## config.mk

```make
export PLATFORM = sky130hd
export DESIGN_NAME = mma_mac
export DESIGN_NICKNAME = d
export VERILOG_FILES = /design/src/rtl/assert_macros.svh /design/src/rtl/mma_pkg.sv /design/src/rtl/mma_mac.sv
export SDC_FILE = /design/constraint.sdc
export NUM_CORES = 1
export LEC_CHECK = 0
export BUFFER_PORTS_ARGS = -buffer_cell sky130_fd_sc_hd__buf_2
export CAP_MARGIN = 5
export CORE_MARGIN = 5
export CORE_UTILIZATION = 50
export CTS_CLUSTER_SIZE = 8
export DETAILED_ROUTE_END_ITERATION = 7
export GPL_TIMING_DRIVEN = 1
export HOLD_SLACK_MARGIN = 0.02
export MAX_ROUTING_LAYER = met4
export PLACE_DENSITY = 0.72
export SLEW_MARGIN = 30
export SYNTH_ARGS = -nofsm -noshare
export SYNTH_HDL_FRONTEND = slang
export SYNTH_SLANG_ARGS = --single-unit
```

## constraint.sdc

```tcl
create_clock -name clk_i -period 9.8 [get_ports clk_i]
set_input_delay 2.45 -clock clk_i [delete_from_list [all_inputs] [get_ports clk_i]]
set_output_delay 2.45 -clock clk_i [all_outputs]
set_load 0.1 [all_outputs]
```

## src/rtl/assert_macros.svh

```systemverilog
`ifndef ASSERT_MACROS_SVH
`define ASSERT_MACROS_SVH

// same-cycle implication
`define ASSERT_IMPL(lbl, clk, rstn, ante, cons) \
  lbl: assert property (@(posedge clk) disable iff (!rstn) (ante) |-> (cons)) \
    else $error("%m: assertion failed");

// next-cycle implication
`define ASSERT_NEXT(lbl, clk, rstn, ante, cons) \
  lbl: assert property (@(posedge clk) disable iff (!rstn) (ante) |=> (cons)) \
    else $error("%m: assertion failed");

`endif

```

## src/rtl/mma_pkg.sv

```systemverilog
`timescale 1ns / 1ps
package mma_pkg;

  localparam int MAX_DIM   = 64;
  localparam int ELEM_BITS = 16;
  localparam int ACC_BITS  = 40;

  localparam int OP_W      = 3;
  localparam int COORD_W   = 6;
  localparam int DIM_REG_W = 7;
  localparam int CFG_AW    = 4;
  localparam int CFG_DW    = 32;

  localparam int IDX_W  = $clog2(MAX_DIM);
  localparam int CNT_W  = $clog2(MAX_DIM + 1);
  localparam int DEPTH  = MAX_DIM * MAX_DIM;
  localparam int ADDR_W = $clog2(DEPTH);
  localparam int PROD_W = 2 * ELEM_BITS;
  localparam int SUM_W  = ((ACC_BITS > PROD_W) ? ACC_BITS : PROD_W) + 1;
  localparam int CWORD_W = ACC_BITS + 1;

  localparam logic signed [SUM_W-1:0] SAT_HI =
    {{(SUM_W - ACC_BITS + 1){1'b0}}, {(ACC_BITS - 1){1'b1}}};
  localparam logic signed [SUM_W-1:0] SAT_LO = ~SAT_HI;

  typedef enum logic [OP_W-1:0] {
    OP_LOAD_A  = 3'd0,
    OP_LOAD_B  = 3'd1,
    OP_LOAD_C  = 3'd2,
    OP_COMPUTE = 3'd3,
    OP_READ_C  = 3'd4
  } mma_op_e;

  typedef enum logic [1:0] {
    REG_ROWS  = 2'd0,
    REG_COLS  = 2'd1,
    REG_INNER = 2'd2
  } mma_reg_e;

  typedef enum logic [2:0] {
    ST_CLEAR,
    ST_IDLE,
    ST_CRD,
    ST_RUN,
    ST_WB
  } mma_state_e;

  typedef struct packed {
    logic load;
    logic mul_v;
  } mma_mac_ctrl_t;

  function automatic logic [ADDR_W-1:0] mma_addr(input logic [IDX_W-1:0] r,
                                                 input logic [IDX_W-1:0] c);
    return ADDR_W'(r) * ADDR_W'(MAX_DIM) + ADDR_W'(c);
  endfunction

  function automatic logic [CNT_W-1:0] mma_dim(input logic [DIM_REG_W-1:0] r);
    return (int'(r) > MAX_DIM) ? CNT_W'(MAX_DIM) : CNT_W'(r);
  endfunction

endpackage

```

## src/rtl/mma_mac.sv

```systemverilog
`timescale 1ns / 1ps
module mma_mac (
  input  logic                                 clk_i,
  input  logic                                 rst_ni,
  input  mma_pkg::mma_mac_ctrl_t               ctrl_i,
  input  logic signed [mma_pkg::ELEM_BITS-1:0] a_i,
  input  logic signed [mma_pkg::ELEM_BITS-1:0] b_i,
  input  logic signed [mma_pkg::ACC_BITS-1:0]  c_acc_i,
  input  logic                                 c_flag_i,
  output logic signed [mma_pkg::ACC_BITS-1:0]  acc_o,
  output logic                                 flag_o,
  output logic                                 busy_o
);
  import mma_pkg::*;

  logic signed [PROD_W-1:0]   prod_q;
  logic                       prod_v_q;
  logic signed [ACC_BITS-1:0] acc_q, acc_d;
  logic                       flag_q, flag_d;
  logic signed [SUM_W-1:0]    sum;

  always_ff @(posedge clk_i) begin
    if (ctrl_i.mul_v) begin
      prod_q <= a_i * b_i;
    end
  end

  always_ff @(posedge clk_i or negedge rst_ni) begin
    if (!rst_ni) begin
      prod_v_q <= 1'b0;
    end else begin
      prod_v_q <= ctrl_i.mul_v;
    end
  end

  always_comb begin
    sum    = SUM_W'(acc_q) + SUM_W'(prod_q);
    acc_d  = acc_q;
    flag_d = flag_q;
    if (ctrl_i.load) begin
      acc_d  = c_acc_i;
      flag_d = c_flag_i;
    end else if (prod_v_q) begin
      if (sum > SAT_HI) begin
        acc_d  = SAT_HI[ACC_BITS-1:0];
        flag_d = 1'b1;
      end else if (sum < SAT_LO) begin
        acc_d  = SAT_LO[ACC_BITS-1:0];
        flag_d = 1'b1;
      end else begin
        acc_d = sum[ACC_BITS-1:0];
      end
    end
  end

  always_ff @(posedge clk_i) begin
    acc_q  <= acc_d;
    flag_q <= flag_d;
  end

  assign acc_o  = acc_q;
  assign flag_o = flag_q;
  assign busy_o = prod_v_q;

endmodule

```

**Word-level counts from Yosys, hierarchy flattened**

Cells that the tools add are included.

- Register bits after elaboration: 74
- Bits of input ports: 77
- Logic and storage cells: 19

- Add/subtract/negate cells: 1
- $mul: 1
- Magnitude comparators: 2
- Muxes and demuxes: 8
- Reductions and logical operators: 3

Operator list:

| operator | number |
|---|---|
| $mux 40 | 4 |
| $add 40x32->41 | 1 |
| $gt 41x40->1 const B | 1 |
| $lt 41x40->1 const B | 1 |
| $mul 16x16->32 | 1 |
| $mux 1 | 4 |
| $reduce_bool 3->1 | 1 |
| $reduce_and 2->1 | 1 |
| $reduce_bool 2->1 | 1 |

**Logic depth before layout (Yosys ltp)**

Gate-level depths: netlist (run 1).

- Depth in word-level cells: 6
- Depth in mapped cells: 25
- Gate-level depth less buffers: 24

**Least setup slack after synthesis (run 1)**

OpenSTA, ideal clock, no wires.

- Path kind: input to register
- Start: input a_i[10] in the netlist's numbering
- End: register prod_q[31] (data pin)
- Library setup time: 259 ps
- Data arrival time: 8,275 ps
- Path slack: 1,266 ps
- Stages on the path: 22
- Buffers on the path: 1
- Cell sequence: clkbuf_1 nand2_1 fa_1 fa_1 fa_1 fa_1 inv_1 fa_1 inv_1 fa_1 inv_1 ha_1 and2_1 and3_1 a32o_1 o31a_1 a21oi_2 o21ai_1 or4_1 a31oi_2 o21ai_1 xnor2_1

- Cells in the longest elaborated chain, start to end: 1

Ends and longest elaborated chain:

| item | line | text |
|---|---|---|
| start, declared | mma_mac.sv:6 | `input logic signed [mma_pkg::ELEM_BITS-1:0] a_i,` |
| $mul 16x16->32 | mma_mac.sv:24 | `prod_q <= a_i * b_i;` |
| end signal, assigned | mma_mac.sv:24 |  |
| end, declared | mma_mac.sv:16 | `logic signed [PROD_W-1:0] prod_q;` |

No other way between the ends.
A chain may end at the register's enable or synchronous reset.

**Worst setup path after layout (run 1)**

- Start: input b_i[1] in the netlist's numbering
- End: register prod_q[31] (data pin)

- Cells in the longest elaborated chain, start to end: 1

Ends and longest elaborated chain:

| item | line | text |
|---|---|---|
| start, declared | mma_mac.sv:7 | `input logic signed [mma_pkg::ELEM_BITS-1:0] b_i,` |
| $mul 16x16->32 | mma_mac.sv:24 |  |

No other way between the ends.

==> results of run 1 <==
[worst max-delay path, cell delays in order]
cell and delay [ns]:
buf_2 0.29, nand2_1 0.14, fa_1 0.52, fa_1 0.57, fa_1 0.43, fa_1 0.49, inv_1 0.06, fa_1 0.52
inv_1 0.06, fa_1 0.53, inv_1 0.04, ha_1 0.34, and2_1 0.21, and3_1 0.18, a32o_1 0.22, o31a_1 0.35
a21oi_2 0.20, o21ai_1 0.11, or4_1 0.45, a31oi_2 0.23, o21ai_1 0.12, xnor2_1 0.13
[cell type report]
| cell class | instances | area share, % |
|---|---|---|
| Timing Repair Buffer | 120 | 3.80 |
| Clock inverter | 7 | 0.581 |
| Clock buffer | 9 | 1.41 |
| Sequential cell | 74 | 13.9 |
| Inverter | 303 | 7.14 |
| Multi-Input combinational cell | 1166 | 70.1 |
| Tap cell | 390 | 3.06 |
[metal layers]
layer | global-route usage [%] | wire, um | vias to the layer above
met4 | 4.62 | 595 | 0
met5 | - | 0 | -
met3 | 3.17 | 2710 | 49
met2 | 34.6 | 15600 | 401
met1 | 31.3 | 15800 | 5339
li1 | - | - | 5182
[flip-flops by register name, summed over array words and instances (netlist names)]
name    cells
acc_o      40
prod_q     32
busy_o      1
flag_o      1
[worst paths after layout]
check / startpoint / endpoint / slack [ns] / cells after the start
worst min register to register: busy_o / flag_o / 0.64 / 2
worst min-delay path: busy_o / flag_o / 0.64 / 2
max in group asynchronous: rst_ni / busy_o / 7.83 / 1
min in group asynchronous: rst_ni / busy_o / 1.89 / 1
worst max register to register: acc_o[0] / acc_o[26] / 5.57 / 14
worst max-delay path: b_i[1] / prod_q[31] / 1.20 / 22
[cell usage in the layout (no fill, tap or decap), types with 3 or more instances in the layout]
cell type and instances:
inv_1 303, fa_1 263, nand2_1 187, and2_1 129
ha_1 122, buf_2 118, nor2_1 77, edfxtp_1 73
a21oi_1 67, o21ai_0 49, xnor2_1 49, o21ai_1 33
a21o_1 29, xor2_1 17, nand2b_1 15, nand3_1 12
nor2b_1 10, nand4_1 10, o21a_1 9, a211oi_1 9
clkbuf_16 9, nor3_1 8, o21bai_1 8, and3_1 6
a21boi_0 5, a31oi_1 5, o211ai_1 4, or3_1 3
mux2_2 3
[per-stage QoR]
step           hold WS, ns  util (%)  area [um^2]
6_report             0.640      54.2        15900
5_1_grt              0.689      54.2        15900
4_1_cts              0.632      54.2        15900
3_5_place_dp         0.619      53.1        15600
3_3_place_gp         0.613      53.1        15600
2_1_floorplan        0.667         -        14800
[logic make-up (layout without fill, tap and decap cells)]
kind of cell	after synthesis	after routing	synth area share, %
adder cells (fa/ha/maj)	385	385	45.9
AO/OA/AOI/OAI	239	239	9.91
XOR/XNOR	66	66	3.91
multiplexers	4	4	0.322
AND/OR/NAND/NOR	472	472	15.5
flip-flops	74	74	15.0
buffers and inverters	363	439	9.44
==> impl_results.md, run 1 <==
- Outcome: finished, final reports clean
- GRT Total Usage: 22.2%
- Yosys reg bits: 74
- Final setup violating endpoints: 0
- Req. time, crit path: 9.87 ns
- Starting Density: 50.3%
- Die ar.: 33100 um^2
- Largest net degree at the start of global routing: 49
- Placement Setup Slack: 0.855 ns
- FP Rows: 63
- Highest Clock Rate: 0.116 GHz
- Clock Pin Slew Worst Setup and Hold Paths: 0.06 ns
- Post-CTS setup buffers: 0
- DRT Wirelength: 34700 um
- Slew headroom: 42.3%
- Initial antenna violation count: 0
- Htree depth: 3
- Syn avg cell area: 9.22 um^2
- Inst Count DP: 2053
- Ant. Diodes: 0
- Worst EP arrival: 8.67 ns
- First-pass GRT wire length: 58300 um
- Post-synth ARST share: 1.35%
- Core Area: 29400 um^2
- Register area share after synthesis: 15.0%
- Cell Area, Synth: 14800 um^2
- RSZ-0062 raised after global routing: false
- Starting DRT DRC Count: 610
- Die Wd: 182 um
- Maxcap violations: 0
- Post-CTS sizing: 0
- Final WS setup: 1.20 ns
- Gr ovfl total: 0
- Synth area leader: fa_1
- CTS tree: done
- Vias: 10971
- Fin cells: 2069
- Filler cells: 2690
- Num Clock Sinks: 74
- Top FF cell, synth: edfxtp_1
- Post-DRT Antenna Nets: 0
- Startpoint types: input pin
- Vias in the first global route: 11514
- Final count of pins violating max slew: 0
- P&R area growth vs syn: 7.82%
- Final net count: 2136
- Fin Setup TNS: 0 ns
- CP endpoint kind: flop
- Routability Congestion: 0.922
- Hold buffers post-CTS: 0
- Top post-synthesis cells by area: fa_1 (36%), edfxtp_1 (15%), ha_1 (10%)
- Commonest cells post-synth: inv_1 (303), fa_1 (263), nand2_1 (187)
- Hold Path Class: flop to flop
- EDFF count, synth: 73
- Post-Syn Nets: 2065
- Worst-Skew Late Latency: 0.33 ns
- Clock Skew: 0.00798 ns
- Synth Instances: 1603
- Yosys warns: 0
- Multi-input logic area: 11200 um^2
- HPWL Detailed: 28500 um
- Most common cell in the netlist: inv_1
- Sequential Area: 2220 um^2
- Vias per cell: 5.30
- Clock Path Buffers: 2
- IO buf count: 118
- Io pins: 119
- Die height: 182 um
- Mean routed wirelength per cell: 16.8 um
- Minimum clock period: 8.60 ns
- Tightest Pin Transition: 0.865 ns
- Total CTS buffers: 9
- DRC errors left: 0
- Period utilization: 87.8%
- Final hold vios: 0
- Yosys top cell area share: 35.6%
- Crit path kind: input pin to flop
- CTS root buffer: clkbuf_16
- Layout cells sized above 1: 8.81%
- Crit-path max FO: 16
- Unique cell type count in the Yosys netlist: 61
- First-pass DRT Iterations: 5
Power of run 1 is not shown: default switching activity piles up to over one toggle a cycle in this logic, so the estimate is an artifact.
==> inputs of run 2 (changes only) <==
CORE_ASPECT_RATIO = 0.7   (was not set)
SLEW_MARGIN = 20   (was 30)
==> run 2 against run 1 <==
Net effect: die area rose by 0.16%; count of clock-buffer cells in the layout unchanged; register-to-register slack about the same; largest cell class unchanged; cell area fell by 0.11%; setup slack got worse by 0.16 ns; sequential share of layout area barely moved; sequential cell count is the same.
==> impl_results.md, run 2 (synthesized netlist as in run 1, its figures left out) <==
- RSZ-0062 raised after global routing: false
- Crit-path cells: buf_2 > nand2_1 > fa_1 > fa_1 > fa_1 > fa_1 > inv_1 > fa_1 > inv_1 > fa_1 > inv_1 > ha_1 > and2_1 > and3_1 > a32o_1 > o31a_1 > a21oi_2 > o21ai_1 > or4_1 > a31oi_2 > o21ai_1 > xnor2_1
- FP Rows: 52 (-17%)
- Reg2reg end: acc_o[4]
- Initial antenna violation count: 3 (+3)
- Final count of pins violating max slew: 0 (unchanged)
- CTS root buffer: clkbuf_16
- GRT Total Usage: 23.8% (+1.6 points)
- Fin Setup TNS: 0 ns (unchanged)
- Delay-heaviest family, CP: adder cells
- Die Wd: 216 um (+18%)
- Hold buffers post-CTS: 0 (unchanged)
- Req. time, crit path: 9.89 ns (+0.02 ns)
- Post-CTS setup buffers: 0 (unchanged)
- P&R area growth vs syn: 7.70%
- CP peak stage delay: 0.58 ns (about the same)
- Vias per cell: 5.51 (+3.8%)
- Io pins: 119 (unchanged)
- Final hold vios: 0 (unchanged)
- Mean routed wirelength per cell: 18.3 um (+8.9%)
- Htree depth: 3 (unchanged)
- Vias in the first global route: 11537 (+0.20%)
- Post-DRT Antenna Nets: 0 (unchanged)
- Vias: 11335 (+3.3%)
- R2r setup slk: 5.58 ns (about the same)
- Worst reg2reg path startpoint: acc_o[0]
- Final net count: 2137 (+0.047%)
- First-pass DRT Iterations: 5 (unchanged)
- Clock Pin Slew Worst Setup and Hold Paths: 0.06 ns (about the same)
- Worst EP arrival: 8.84 ns (+0.17 ns)
- Most frequent cells in the layout: inv_1 (303), fa_1 (263), nand2_1 (187)
- HPWL Detailed: 31500 um (+11%)
- IO buf count: 118 (unchanged)
- Worst-Skew Late Latency: 0.35 ns (+0.02 ns)
- Hold Path End: flag_o
- Routability Congestion: 0.939 (+1.8%)
- Crit path kind: input pin to flop
- First-pass GRT wire length: 61300 um (+5.2%)
- Slowest-stage cell, CP: fa_1
- CTS tree: done
- Commonest non-fill, non-tap cell in the layout: inv_1
- Tightest Pin Transition: 0.820 ns (-0.0448 ns)
- Hold Path Class: flop to flop
- CP endpoint kind: flop
- Maxcap violations: 0 (unchanged)
- Layout cells sized above 1: 8.93% (+0.11 points)
- Die height: 154 um (-15%)
- Cell mode on critical path: fa_1
- Crit-path max FO: 16 (unchanged)
- Startpoint types: input pin
- Reg2reg path depth: 13 (-1)
- Total CTS buffers: 9 (unchanged)
- WHS Path Cells: 2 (unchanged)
- Worst path bufs/invs: 4 (unchanged)
- Core Area: 29000 um^2 (-1.3%)
- Clock Skew: 0.0116 ns (+0.00359 ns)
- Post-CTS sizing: 0 (unchanged)
- Clock Path Buffers: 2 (unchanged)
- DRC errors left: 0 (unchanged)
- Final setup violating endpoints: 0 (unchanged)
- Slew headroom: 45.3% (+3.0 points)
- Period utilization: 89.4% (+1.6 points)
- Largest net degree at the start of global routing: 49 (unchanged)
- Max reg flops: 40 (unchanged)
- Gr ovfl total: 0 (unchanged)
- Starting Density: 50.9% (+0.67 points)
- Hold Crit Start: busy_o
- Highest Clock Rate: 0.114 GHz (-1.8%)
- Die ar.: 33200 um^2 (+0.16%)
- DRT Wirelength: 37600 um (+8.4%)
- Starting DRT DRC Count: 863 (+41%)
- Minimum clock period: 8.76 ns (+0.157 ns)
- Outcome: finished, final reports clean
- Num Clock Sinks: 74 (unchanged)
run 2: cell count changes in the layout (fill, tap and decap cells not counted), sizes merged:
| cell | previous run | this run |
|---|---|---|
| inv | 304 | 303 |
| buf | 120 | 121 |
| clkinv | 2 | 3 |
| clkinvlp | 2 | 3 |
| bufinv | 2 | 1 |
| diode | 0 | 1 |
run 2: per-layer routing:
metal	up-vias	global-route usage [%]	wire (um)
li1	5186	-	-
met4	0	4.11	453
met1	5745	35.5	17400
met5	-	-	0
met3	41	4.62	2870
met2	363	34.4	16900
run 2: worst max-delay path by stage:
stage | end | from | depth (start not counted)
3_3_place_gp | prod_q[31] | a_i[10] | 22
5_1_grt | prod_q[31] | a_i[10] | 22
6_report | prod_q[31] | a_i[10] | 22
4_1_cts | prod_q[31] | a_i[10] | 22
3_5_place_dp | prod_q[31] | a_i[10] | 22
2_1_floorplan | prod_q[31] | a_i[10] | 22
run 2: worst min-delay path: stages, from the launching register on:
cell	delay (ns)
dfrtp_1	0.38
o21ai_0	0.10
nand2b_1	0.08
run 2: final cells by class:
type                            count  area (um^2)
Sequential cell                    74         2220
Antenna cell                        1         2.50
Multi-Input combinational cell   1166        11200
Timing Repair Buffer              121          626
Fill cell                        2619        13100
Inverter                          303         1140
Clock buffer                        9          225
Clock inverter                      7         70.1
Tap cell                          378          473
run 2: through the flow:
stage                     worst slack [ns]  instance area [um^2]  util (%)  instances  hold WS (ns)
after floorplan                       1.27                 14800         -       1603         0.667
after global placement               0.866                 15600      53.8       2041         0.657
after detailed placement             0.716                 15600      53.8       2041         0.668
after CTS                             1.08                 15900      54.8       2057         0.683
after global routing                 0.808                 15900      54.9       2059         0.739
final                                 1.04                 15900      54.9       2059         0.672
Power of run 2 is left out for the same reason.
==> inputs of run 3 (changes only) <==
BUFFER_PORTS_ARGS = not set   (was -buffer_cell sky130_fd_sc_hd__buf_2)
DONT_BUFFER_PORTS = 1   (was not set)
PLACE_DENSITY = 0.69   (was 0.72)
RECOVER_POWER = 25   (was not set)
==> run 3 against run 2 <==
Net effect: the run now ends with capacitance limit, slew limit left; sequential cell count is the same; critical path depth is the same; maximum frequency grew 4.2%; sequential share of layout area grew 0.54 points; global-route usage is the same; count of clock-buffer cells in the layout grew 1; core utilization shrank 2.0 points; clock skew shrank 0.0028 ns.
==> impl_results.md, run 3 (synthesized netlist as in run 1, its figures left out) <==
- Most frequent cells in the layout: inv_1 (303), fa_1 (263), nand2_1 (187)
- Starting Density: 50.9% (unchanged)
- Ant. Diodes: 0 (-1)
- Hold Path Class: flop to flop
- Mean routed wirelength per cell: 19.4 um (+5.9%)
- Clock Skew: 0.00882 ns (-0.00276 ns)
- Slowest-stage cell, CP: fa_1
- Clock Pin Slew Worst Setup and Hold Paths: 0.06 ns (about the same)
- Post-DRT Antenna Nets: 0 (unchanged)
- Total CTS buffers: 9 (unchanged)
- Htree depth: 3 (unchanged)
- Final hold vios: 0 (unchanged)
- Starting DRT DRC Count: 883 (+2.3%)
- Fin Setup TNS: 0 ns (unchanged)
- Hold buffers post-CTS: 0 (unchanged)
- Core Area: 29000 um^2 (unchanged)
- Period utilization: 85.7% (-3.6 points)
- IO buf count: 0 (-100%)
- Final count of pins violating max slew: 41 (+41)
- Slew headroom: -97.1% (-140 points)
- HPWL Detailed: 31600 um (+0.31%)
- Hold_ws: 0.781 ns (+0.109 ns)
- Crit-path max FO: 16 (unchanged)
- Vias per cell: 5.61 (+2.0%)
- Worst-Skew Late Latency: 0.34 ns (about the same)
- Startpoint types: input pin
- Vias in the first global route: 11164 (-3.2%)
- Num Clock Sinks: 74 (unchanged)
- Initial antenna violation count: 1 (-2)
- Max reg flops: 40 (unchanged)
- Routability Congestion: 0.920 (-2.0%)
- CP peak stage delay: 0.55 ns (-0.03 ns)
- Req. time, crit path: 9.88 ns (about the same)
- Tightest Pin Transition: 2.96 ns (+2.14 ns)
- Final core utilization: 52.8% (-2.0 points)
- Maxcap violations: 1 (+1)
- Crit path kind: input pin to flop
- First-pass GRT wire length: 60800 um (-0.84%)
- Crit-path cells: and2_1 > fa_1 > inv_1 > fa_1 > fa_1 > fa_1 > inv_1 > fa_1 > inv_1 > fa_1 > inv_1 > ha_1 > and2_1 > and3_1 > a32o_1 > o31a_1 > a21oi_2 > o21ai_1 > or4_1 > a31oi_2 > o21ai_1 > xnor2_1
- DRC errors left: 0 (unchanged)
- Commonest non-fill, non-tap cell in the layout: inv_1
- Clock Path Buffers: 2 (unchanged)
- Die ar.: 33200 um^2 (unchanged)
- Layout cells sized above 1: 1.79% (-7.1 points)
- Violated checks: capacitance limit, slew limit
- Die height: 154 um (unchanged)
- Minimum clock period: 8.40 ns (-0.355 ns)
- Fin cells: 1939 (-5.8%)
- Gr ovfl total: 0 (unchanged)
- Filler cells: 2644 (+0.95%)
- Inst Count DP: 1923 (-5.8%)
- Vias: 10883 (-4.0%)
- Io pins: 119 (unchanged)
- Outcome: finished, violations left
- DRT Wirelength: 37600 um (-0.24%)
- Final net count: 2018 (-5.6%)
- Die Wd: 216 um (unchanged)
- CP endpoint kind: flop
- CTS tree: done
- Largest net degree at the start of global routing: 49 (unchanged)
- Highest Clock Rate: 0.119 GHz (+4.2%)
- RSZ-0062 raised after global routing: false
- FP Rows: 52 (unchanged)
- CTS root buffer: clkbuf_16
- Final setup violating endpoints: 0 (unchanged)
- GRT Total Usage: 23.8% (unchanged)
- Cell mode on critical path: fa_1
- Post-CTS setup buffers: 0 (unchanged)
- Worst EP arrival: 8.48 ns (-0.36 ns)
- First-pass DRT Iterations: 5 (unchanged)
- Post-CTS sizing: 0 (unchanged)
- P&R area growth vs syn: 3.71%
-- run 3: cell types whose count changed in the layout (fill, tap and decap cells not counted), sizes merged --
cell / change
clkinv: -2
bufinv: +1
inv: +2
clkinvlp: -2
buf: -119
diode: -1
clkbuf: +1
-- run 3: critical path: cells and delay by family --
kind / cells / cell delay [ns]
and+or+nand+nor: 4 / 1.02
buffers and inverters: 4 / 0.22
AOI/OAI and AO/OA: 6 / 1.30
xor gates and xnor gates: 1 / 0.14
adders and majority gates: 7 / 3.38
-- run 3: final cells by class --
type / count / area [um^2] / share of cell area (%)
Clock buffer: 10 / 229 / 1.49
Sequential cell: 74 / 2220 / 14.5
Multi-Input combinational cell: 1166 / 11200 / 72.9
Timing Repair Buffer: 2 / 15.0 / 0.0979
Inverter: 303 / 1140 / 7.42
Clock inverter: 6 / 88.8 / 0.579
Tap cell: 378 / 473 / 3.09
-- run 3: path summary, 6_finish.rpt --
kind / slack, ns / start / cells past startpoint / endpoint
max in group asynchronous: 7.94 / rst_ni / 0 / busy_o
min in group asynchronous: 1.80 / rst_ni / 0 / busy_o
worst max-delay path: 1.40 / b_i[4] / 22 / prod_q[31]
worst min-delay path: 0.78 / prod_q[0] / 3 / acc_o[0]
worst max register to register: 4.88 / acc_o[0] / 14 / acc_o[3]
worst min register to register: 0.78 / prod_q[0] / 3 / acc_o[0]
-- run 3: metal layers --
metal  global-route usage (%)  wire, um
met5                        -         0
met3                     4.62      2930
met1                     34.5     16800
met2                     36.0     17300
met4                     3.35       451
-- run 3: metrics by stage --
stage | cell area [um^2] | setup WS [ns]
after global placement | 15000 | 1.16
final | 15300 | 1.40
after CTS | 15300 | 1.40
after global routing | 15300 | 1.17
after detailed placement | 15000 | 1.06
after floorplan | 14800 | 1.27
Power of run 3 is left out for the same reason.
